--- config.mk ---
export PLATFORM = sky130hd
export DESIGN_NAME = interleaved_mod255_checksum_gen
export DESIGN_NICKNAME = d
export VERILOG_FILES = /design/src/sv/im255_pkg.sv /design/src/sv/im255_fold.sv /design/src/sv/interleaved_mod255_checksum_gen.sv
export VERILOG_INCLUDE_DIRS = /design/src /design/src/sv
export SDC_FILE = /design/constraint.sdc
export NUM_CORES = 2
export LEC_CHECK = 0
export ABC_CLOCK_PERIOD_IN_PS = 4400
export BUFFER_PORTS_ARGS = -buffer_cell sky130_fd_sc_hd__buf_2
export CORE_ASPECT_RATIO = 0.5
export CORE_MARGIN = 10
export CORE_UTILIZATION = 45
export CTS_BUF_LIST = sky130_fd_sc_hd__clkbuf_8
export DETAILED_ROUTE_END_ITERATION = 8
export PLACE_DENSITY = 0.72
export SYNTH_ARGS = -nofsm -noshare
export SYNTH_HDL_FRONTEND = slang
export SYNTH_SLANG_ARGS = --single-unit
--- constraint.sdc ---
create_clock -name clk -period 4.4 [get_ports clk]
set_input_delay 0.22 -clock clk [delete_from_list [all_inputs] [get_ports clk]]
set_output_delay 0.22 -clock clk [all_outputs]
set_load 0.05 [all_outputs]
--- src/sv/interleaved_mod255_checksum_gen_assert.svh ---
// Assertion macros shared by the checksum generator RTL.
`ifndef INTERLEAVED_MOD255_CHECKSUM_GEN_ASSERT_SVH
`define INTERLEAVED_MOD255_CHECKSUM_GEN_ASSERT_SVH

// Same-cycle implication, sampled on clk, off while rst_n is low.
`define IM255_ASSERT_IMP(lbl, ante, cons) \
    lbl: assert property (@(posedge clk) disable iff (!rst_n) (ante) |-> (cons)) \
        else $error("checksum generator assertion failed");

// Next-cycle implication, sampled on clk, off while rst_n is low.
`define IM255_ASSERT_NXT(lbl, ante, cons) \
    lbl: assert property (@(posedge clk) disable iff (!rst_n) (ante) |=> (cons)) \
        else $error("checksum generator assertion failed");

`endif

--- src/sv/im255_pkg.sv ---
package im255_pkg;

    localparam int unsigned SUM_W = 10;
    localparam int unsigned LANES = 4;
    localparam logic [1:0] LANE_LAST = 2'(LANES - 1);
    localparam logic [7:0] BYTE_MAX = 8'hFF;

    typedef struct packed {
        logic [7:0] data_byte;
        logic       last;
    } in_item_t;

    typedef struct packed {
        logic [7:0] check_byte;
        logic       last_check;
    } out_item_t;

endpackage

--- src/sv/im255_fold.sv ---
module im255_fold (
    input  logic [im255_pkg::SUM_W-1:0] sum,
    output logic [7:0]                  check
);
    import im255_pkg::*;

    logic [8:0] s1;
    logic [7:0] s2;
    logic [7:0] rem;

    // 256 == 1 mod 255: fold the high bits back in, twice
    always_comb
    begin
        s1    = {1'b0, sum[7:0]} + {7'b0, sum[9:8]};
        s2    = s1[7:0] + {7'b0, s1[8]};
        rem   = (s2 == BYTE_MAX) ? 8'h00 : s2;
        check = BYTE_MAX - rem;
    end

endmodule

--- src/sv/interleaved_mod255_checksum_gen.sv ---
// Interleaved modulo-255 check-byte generator.
// Input channel (in_valid/in_ready/in_data): frame bytes in order, in_data.last
// marks the final byte. One byte is taken per cycle while the block is loading.
// Bytes beyond MAX_FRAME_BYTES are dropped; the frame length saturates there.
// After the final byte the block emits len/4 check bytes on the output channel
// (out_valid/out_ready/out_data), out_data.last_check on the final one. A frame
// shorter than four bytes emits nothing. Check byte i is 255 minus the mod-255
// sum of the stored bytes at i + floor(j*len/4), j = 0..3.
// The frame sits in a single-port-read RAM with a registered read port. Each
// check byte takes four reads, one wait and one push. in_ready is low from
// the final byte until the last check byte is moved to the output register.
// A stalled receiver holds the output register and the sequencer waits in
// its push step; nothing is lost.
// Reset clears the byte count, sequencer and output valid; RAM is not cleared
// and needs no clearing pass, since only entries written in the current frame
// are read.
module interleaved_mod255_checksum_gen #(
    parameter int unsigned MAX_FRAME_BYTES = 256
) (
    input  logic                 clk,
    input  logic                 rst_n,
    input  logic                 in_valid,
    output logic                 in_ready,
    input  im255_pkg::in_item_t  in_data,
    output logic                 out_valid,
    input  logic                 out_ready,
    output im255_pkg::out_item_t out_data
);
    import im255_pkg::*;

    localparam int unsigned AW = (MAX_FRAME_BYTES > 1) ? $clog2(MAX_FRAME_BYTES) : 1;
    localparam int unsigned CW = $clog2(MAX_FRAME_BYTES + 1);

    localparam logic [1:0] S_LOAD = 2'd0;
    localparam logic [1:0] S_READ = 2'd1;
    localparam logic [1:0] S_WAIT = 2'd2;
    localparam logic [1:0] S_PUSH = 2'd3;

    logic [7:0]       mem [MAX_FRAME_BYTES];

    logic [1:0]       state_reg, state_next;
    logic [CW-1:0]    count_reg, count_next;
    logic [AW-1:0]    col_reg, col_next;
    logic [AW-1:0]    n_last_reg, n_last_next;
    logic [1:0]       lane_reg, lane_next;
    logic [AW-1:0]    off_reg [LANES];
    logic [AW-1:0]    off_next [LANES];
    logic             rd_vld_reg, rd_first_reg;
    logic [7:0]       rd_data_reg;
    logic [SUM_W-1:0] sum_reg, sum_next;
    logic             out_valid_reg, out_valid_next;
    out_item_t        out_data_reg, out_data_next;

    logic             in_xfer;
    logic             room;
    logic             wr_en;
    logic             rd_en;
    logic [AW-1:0]    rd_addr;
    logic [CW-1:0]    len;
    logic [CW+1:0]    len3;
    logic             push;
    logic             last_col;
    logic [7:0]       check;

    assign in_ready  = (state_reg == S_LOAD);
    assign in_xfer   = in_valid && in_ready;
    assign room      = (count_reg < CW'(MAX_FRAME_BYTES));
    assign wr_en     = in_xfer && room;
    assign len       = count_reg + {{(CW-1){1'b0}}, room};
    assign len3      = {2'b00, len} + {1'b0, len, 1'b0};
    assign rd_en     = (state_reg == S_READ);
    assign rd_addr   = col_reg + off_reg[lane_reg];
    assign last_col  = (col_reg == n_last_reg);
    assign push      = (state_reg == S_PUSH) && (!out_valid_reg || out_ready);
    assign out_valid = out_valid_reg;
    assign out_data  = out_data_reg;

    im255_fold u_fold (
        .sum   (sum_reg),
        .check (check)
    );

    // Load and emit never overlap, so the RAM needs no write-to-read forwarding
    always_ff @(posedge clk)
    begin
        if (wr_en)
        begin
            mem[count_reg[AW-1:0]] <= in_data.data_byte;
        end
        if (rd_en)
        begin
            rd_data_reg <= mem[rd_addr];
        end
    end

    always_comb
    begin
        state_next     = state_reg;
        count_next     = count_reg;
        col_next       = col_reg;
        n_last_next    = n_last_reg;
        lane_next      = lane_reg;
        off_next       = off_reg;
        out_valid_next = out_valid_reg;
        out_data_next  = out_data_reg;
        sum_next       = sum_reg;

        if (rd_vld_reg)
        begin
            sum_next = (rd_first_reg ? '0 : sum_reg) + {2'b00, rd_data_reg};
        end

        if (out_valid_reg && out_ready)
        begin
            out_valid_next = 1'b0;
        end

        case (state_reg)
            S_LOAD:
            begin
                if (in_xfer)
                begin
                    if (in_data.last)
                    begin
                        count_next = '0;
                        if (len >= CW'(LANES))
                        begin
                            n_last_next = AW'((len >> 2) - 1'b1);
                            off_next[0] = '0;
                            off_next[1] = AW'(len >> 2);
                            off_next[2] = AW'(len >> 1);
                            off_next[3] = AW'(len3 >> 2);
                            col_next    = '0;
                            lane_next   = '0;
                            state_next  = S_READ;
                        end
                    end
                    else
                    begin
                        count_next = len;
                    end
                end
            end
            S_READ:
            begin
                lane_next = lane_reg + 2'd1;
                if (lane_reg == LANE_LAST)
                begin
                    state_next = S_WAIT;
                end
            end
            S_WAIT:
            begin
                state_next = S_PUSH;
            end
            S_PUSH:
            begin
                if (push)
                begin
                    out_valid_next           = 1'b1;
                    out_data_next.check_byte = check;
                    out_data_next.last_check = last_col;
                    if (last_col)
                    begin
                        state_next = S_LOAD;
                    end
                    else
                    begin
                        col_next   = col_reg + 1'b1;
                        lane_next  = '0;
                        state_next = S_READ;
                    end
                end
            end
            default:
            begin
                state_next = S_LOAD;
            end
        endcase
    end

    always_ff @(posedge clk or negedge rst_n)
    begin
        if (!rst_n)
        begin
            state_reg     <= S_LOAD;
            count_reg     <= '0;
            lane_reg      <= '0;
            col_reg       <= '0;
            rd_vld_reg    <= 1'b0;
            out_valid_reg <= 1'b0;
        end
        else
        begin
            state_reg     <= state_next;
            count_reg     <= count_next;
            lane_reg      <= lane_next;
            col_reg       <= col_next;
            rd_vld_reg    <= rd_en;
            out_valid_reg <= out_valid_next;
        end
    end

    always_ff @(posedge clk)
    begin
        rd_first_reg <= (lane_reg == 2'd0);
        n_last_reg   <= n_last_next;
        off_reg      <= off_next;
        sum_reg      <= sum_next;
        out_data_reg <= out_data_next;
    end

`include "interleaved_mod255_checksum_gen_assert.svh"

    `IM255_ASSERT_IMP(a_count_bound, 1'b1, count_reg <= CW'(MAX_FRAME_BYTES))
    `IM255_ASSERT_IMP(a_rd_from_read, rd_vld_reg, $past(state_reg) == S_READ)
    `IM255_ASSERT_IMP(a_load_quiet, state_reg == S_LOAD, !rd_vld_reg)
    `IM255_ASSERT_NXT(a_frame_done, push && last_col,
        state_reg == S_LOAD && count_reg == '0 && out_valid_reg)

endmodule

Word-level counts from Yosys, hierarchy flattened
Memory sizes are Yosys's and may differ from the RTL's. A register that Yosys moved wholly into a read port is not among the register bits.
Index checks and enable logic that the tools add are counted.
- register bits after elaboration: 74
- RAM bits: 2048
- input bits: 13
- output and inout port bits: 11
- logic and storage cells: 87
- memories: 1
- memory list (name ; words ; width ; rd ports ; clocked after memory_dff ; wr ports ; line ; RTL):
    mem ; 256 ; 8 ; 1 ; 1 ; 1 ; interleaved_mod255_checksum_gen.sv:39 ; logic [7:0] mem [MAX_FRAME_BYTES];
- add/subtract/negate cells: 10
- $lt $le $gt $ge: 3
- eq/ne operators: 12
- multiplexer cells: 30
- bitwise logic cells: 1
- reductions and logical operators: 16
- operator list (kind ; count):
    2-to-1 mux 8 bit ; 8
    2-to-1 mux 2 bit ; 10
    binary-select mux 8 bit (select 2 bit) ; 1
    one-hot mux 8 bit (2 select lines) ; 1
    AND reduction 6 bit ; 2
    adder 10 x 8 -> 10 bit ; 1
    adder 9 x 10 -> 10 bit ; 1
    2-to-1 mux 10 bit ; 1
    adder 8 x 2 -> 9 bit ; 1
    adder 9 x 1 -> 9 bit ; 1
    greater-or-equal comparator 9 x 3 -> 1 bit, second input constant ; 1
    < comparator 9 bit, second input constant ; 1
    2-to-1 mux 9 bit ; 1
    adder 8 x 1 -> 8 bit ; 1
    adder 8 x 1 -> 8 bit, second input constant ; 1
    adder 8 bit ; 1
    equality test 8 bit ; 1
    equality test 8 bit, second input constant ; 1
    inequality test 2 x 1 -> 1 bit, second input constant ; 4
    one-hot mux 2 bit (4 select lines) ; 1
    subtractor 7 x 1 -> 8 bit, second input constant ; 1
    subtractor 8 bit, first input constant ; 1
    equality test 2 bit, second input constant ; 3
    2-to-1 mux 1 bit ; 6
    15 further kinds ; 21

Longest topological paths before layout
- depth in word-level cells: 7
- depth in mapped cells: 18
- mapped depth without buffers: 14

Modules after synthesis
A second synthesis with hierarchy kept.
- cell total of the unflattened synthesis: 4124
- area total of the unflattened synthesis: 84587.4 um2
- by module, submodules not included (module ; times used ; cells an instance ; area each (um2) ; seq. area each (um2)):
    interleaved_mod255_checksum_gen ; 1 ; 4067 ; 84111.9 ; 63626.0
    im255_fold ; 1 ; 57 ; 475.5 ; 0.0

Least setup slack after synthesis
Ideal clock, no wire load.
- path kind: flip-flop to flip-flop
- from: register count_reg[0]
- to: register col_reg[5]
- setup time: 0.216 ns
- arrival: 4.341 ns
- required time: 4.184 ns
- path slack: -0.157 ns
- cell stages (with the launch flop): 14
- cell sequence: dfrtp_1 -> ha_1 -> ha_1 -> and3_1 -> clkbuf_1 -> xnor2_1 -> ha_1 -> inv_1 -> o22ai_1 -> a221oi_4 -> o2111ai_2 -> nor2_1 -> nor3_1 -> o22ai_1
- cells in the longest elaborated chain, start to end: 5
- ends and longest elaborated chain (element ; line ; RTL):
    from (decl) ; interleaved_mod255_checksum_gen.sv:42 ; logic [CW-1:0] count_reg, count_next;
    from (signal assigned) ; interleaved_mod255_checksum_gen.sv:196 ; count_reg <= count_next;
    < comparator 9 bit ; interleaved_mod255_checksum_gen.sv:67 ; assign room = (count_reg < CW'(MAX_FRAME_BYTES));
    adder 9 x 1 -> 9 bit * ; interleaved_mod255_checksum_gen.sv:69 ; assign len = count_reg + {{(CW-1){1'b0}}, room};
    greater-or-equal comparator 9 x 3 -> 1 bit * ; interleaved_mod255_checksum_gen.sv:126 ; if (len >= CW'(LANES))
    inequality test 2 x 1 -> 1 bit (no source line) * ; -- ;
    AND reduction 6 bit (no source line) * ; -- ;
    to (signal assigned) ; interleaved_mod255_checksum_gen.sv:198 ; col_reg <= col_next;
    to (decl) ; interleaved_mod255_checksum_gen.sv:43 ; logic [AW-1:0] col_reg, col_next;
Every way passes the cells marked *; elsewhere a longest branch is shown, timed or not.
A chain may end at the register's enable or synchronous reset.

Worst setup path in the final report
- from: register lane_reg[0]
- to: register rd_data_reg[3], read port of mem (data pin)
- cells in the longest elaborated chain, start to end: 5
- ends and longest elaborated chain (element ; line ; RTL):
    from (decl) ; interleaved_mod255_checksum_gen.sv:45 ; logic [1:0] lane_reg, lane_next;
    from (signal assigned) ; interleaved_mod255_checksum_gen.sv:197 ; lane_reg <= lane_next;
    NOT 2 -> 3 bit (implied by the code) ; interleaved_mod255_checksum_gen.sv:72 ; assign rd_addr = col_reg + off_reg[lane_reg];
    binary-select mux 8 bit (select 2 bit) ; interleaved_mod255_checksum_gen.sv:72 ;
    2-to-1 mux 8 bit (implied by the code) (2 in a row) ; interleaved_mod255_checksum_gen.sv:72 ;
    adder 8 bit ; interleaved_mod255_checksum_gen.sv:72 ;
    to (decl) ; interleaved_mod255_checksum_gen.sv:49 ; logic [7:0] rd_data_reg;
No other way between the ends. The select of a mux whose other input is x is not followed.

==> impl_metrics.csv <==
group,metric,value,unit
yosys,synth_top_area_share,74.6,%
sta,hold_violations,0,
cts,clk_pin_slew,0.07,ns
yosys,synthFlopType,"edfxtp_1",
cts,htree_levels,5,
yosys,async_flop_share,1.08,%
cts,cts_sinks,2123,
worst_setup_path,crit_start,"lane_reg[0]",
sta,setup-violations-final,0,
cells_and_area,fin_area,0.0947,mm2
routing,via_count,42600,
sta,finalCritPeriodShare,99.5,%
cts,cts_tree,"built",
routing,avgViaCountPerCell,5.94,
cells_and_area,area.growth.synth_to_final,12.1,%
worst_setup_path,cp.required,5.16,ns
worst_setup_path,r2r_end,"rd_data_reg[3]",
routing,ant_nets,0,
sta,fin_crit,4.38,ns
yosys,seq_area_frac_synth,75.3,%
sta,tightest_slew,1.35,ns
sta,final_max_slew_viol_count,0,
worst_setup_path,cp-end-kind,"register",
pwr,leakage,30.4,nW
sta,maxSlewHeadroom,10.3,%
cells_and_area,layout.cells.non_filler,7171,
worst_hold_path,worstHoldPathCells,1,
cts,numCtsBuffers,316,
yosys,synth_top_cell_by_area,"edfxtp_1",
worst_setup_path,start_kind,"register",
floorplan,die_x,633,um
grt,grt_usage,18.9,%
sta,hold_slack,0.0767,ns
worst_setup_path,path_class,"reg -> reg",
placed_design,place_ws,-0.329,ns
yosys,yosys-top-cells-area,"edfxtp_1, mux4_2, nand2_1",
worst_hold_path,hp-class,"in -> reg",
pwr,max-vdd-ir-drop,0.739,mV
floorplan,start_util,45.3,%
floorplan,dieArea,0.206,mm2
grt,grt_pass1_wl,293000,um
yosys,syn_area_per_cell,20.5,um2
yosys,synth_commonest_cells,"edfxtp_1, mux4_2, nand2_1, nor2_1, nand4_1",
cts,clock_latency,1.03,ns
outcome,status,"completed",
cells_and_area,nNetsFinal,4499,
placed_design,place.detailed.hpwl,118000,um
yosys,synthesis.area,0.0845,mm2
cells_and_area,fillers,14300,
cts,cts_buffer_depth,4,
grt,antenna_found_initial,6,
routing,drtIter0Drc,5217,
routing,drt-total-wl,198000,um
cells_and_area,largest_reg_flops,2048,
yosys,synth-seq-cells,2123,
worst_setup_path,reg2reg_slack,0.02,ns
yosys,netlist_instances,4129,
yosys,yosysWarnings,0,
routing,first_pass_iters,6,
worst_setup_path,r2r-start,"lane_reg[0]",
cts,ctsRootBufferMaster,"clkbuf_8",
grt,grt_max_degree,170,
yosys,synth_most_common_cell,"edfxtp_1",
routing,drc,0,
floorplan,coreArea,0.187,mm2
floorplan,rows,112,
placed_design,dp_cells,6611,
sta,setup_ws,0.0208,ns
routing,wl_per_cell,27.6,um
sta,fmax,228,MHz
placed_design,gp_congestion,0.834,
worst_setup_path,critPathCapture,"rd_data_reg[3]",
cells_and_area,fin_util,50.8,%
pwr,power.density,680,mW/mm2
grt,first_global_vias,43700,
sta,rsz0062_at_grt,"yes",
placed_design,placed_cell_area,0.0888,mm2
worst_setup_path,crit_arrival,5.14,ns
placed_design,portBuffers,23,
worst_setup_path,crit_path_max_fanout,14,
yosys,yosysUniqueCellTypes,59,
cells_and_area,drive_gt1_share,26.3,%
floorplan,num_io_pins,24,
flow_run,maxCapViolations,0,
worst_setup_path,r2r_cells,15,
floorplan,die_h,326,um
yosys,syn_nets,4181,
yosys,synth_edf_count,2099,
grt,grt-ovfl-total,0,
sta,finClkSkew,0.0704,ns
through the flow:
stage / power, mW / TNS (ns)
2_1_floorplan: 40.4 / 0
3_3_place_gp: 49.2 / -1.14
3_5_place_dp: 49.5 / -1.08
4_1_cts: 63.9 / 0
5_1_grt: 66.9 / -0.0306
6_report: 64.4 / 0
per-layer routing:
metal  vias up  track usage (%)  routed length [um]
met3       388             5.00               21400
met2      2360             29.4               93400
li1      17600                -                   -
met1     22300             25.7               76600
met4         6             6.98                6310
met5         -                0                  44
worst min path at each step:
stage | start | endpoint | slack, ns
detailed placement | rst_n | count_reg[8] | 0.25
global route | in_data[8] | mem[114][7] | 0.12
global placement | rst_n | count_reg[4] | 0.25
CTS | in_data[2] | mem[244][1] | 0.02
finish | in_data[8] | mem[115][7] | 0.08
floorplan | rst_n | col_reg[0] | -0.08
kinds of logic (layout without fill, tap and decap cells):
family | Yosys count | count (layout) | synth area share [%]
compound gates | 87 | 87 | 0.675
buf+inv | 276 | 806 | 1.63
mux | 673 | 673 | 16.5
simple gates | 874 | 874 | 4.63
other cells | 0 | 4 | 0
xor+xnor | 56 | 56 | 0.598
flops | 2123 | 2123 | 75.3
fa+ha+maj | 40 | 40 | 0.625
critical path: stages (launching register included):
cell and delay, ns:
dfrtp_1 0.41, buf_6 0.13, mux2_2 0.33, a22oi_2 0.22, fa_4 0.71, buf_12 0.21, buf_4 0.16, buf_4 0.15
mux4_2 0.28, mux4_2 0.47, mux2i_1 0.15, buf_4 0.15, mux2i_1 0.11, mux2i_1 0.35, buf_4 0.19, mux2i_1 0.06
cells in the final DEF, fill, tap and decap left out, drive strengths merged, types with 3 or more instances in the layout:
cell type | Yosys | routed
fa | 4 | 4
diode | 0 | 4
nand3 | 36 | 36
nand4 | 168 | 168
or2 | 3 | 3
edfxtp | 2099 | 2099
xnor2 | 41 | 41
bufinv | 0 | 5
inv | 26 | 142
a21oi | 20 | 20
dlygate4sd3 | 0 | 11
dfrtp | 23 | 23
nor2 | 291 | 291
a21o | 7 | 7
and2 | 3 | 3
a22oi | 4 | 4
xor2 | 15 | 15
and3 | 3 | 3
ha | 35 | 35
clkinv | 1 | 83
nand2 | 317 | 317
o22ai | 4 | 4
clkinvlp | 0 | 7
nor3 | 9 | 9
clkbuf | 148 | 331
nand2b | 6 | 6
o31ai | 3 | 3
o21ai | 34 | 34
o21bai | 5 | 5
buf | 101 | 227
mux2i | 95 | 95
mux4 | 576 | 576
nor2b | 19 | 19
or3 | 10 | 10
what timing repair did:
item	4_1_cts	5_1_grt
resized for setup	9	24
pin swaps	0	4
setup buffers	0	11
setup endpoints to repair	7	8
hold buffers	12	0
endpoints found under the hold margin	467	0
gates cloned	0	3
where the power goes:
part	switching [mW]	internal [mW]
logic	14.4	12.7
clock network	7.34	7.03
registers	0.259	22.6
layout make-up:
type	instances	area (um2)	area share [%]
repair buffers	249	2760	2.91
multi-input cells	1730	19700	20.8
clock buffers	320	4400	4.65
inverters	27	101	0.107
well taps	2508	3140	3.31
flip-flops and latches	2123	63600	67.2
diodes	4	10.0	0.0106
clock inverters	210	1000	1.06
Note: power is estimated with default switching activity, not from simulation.
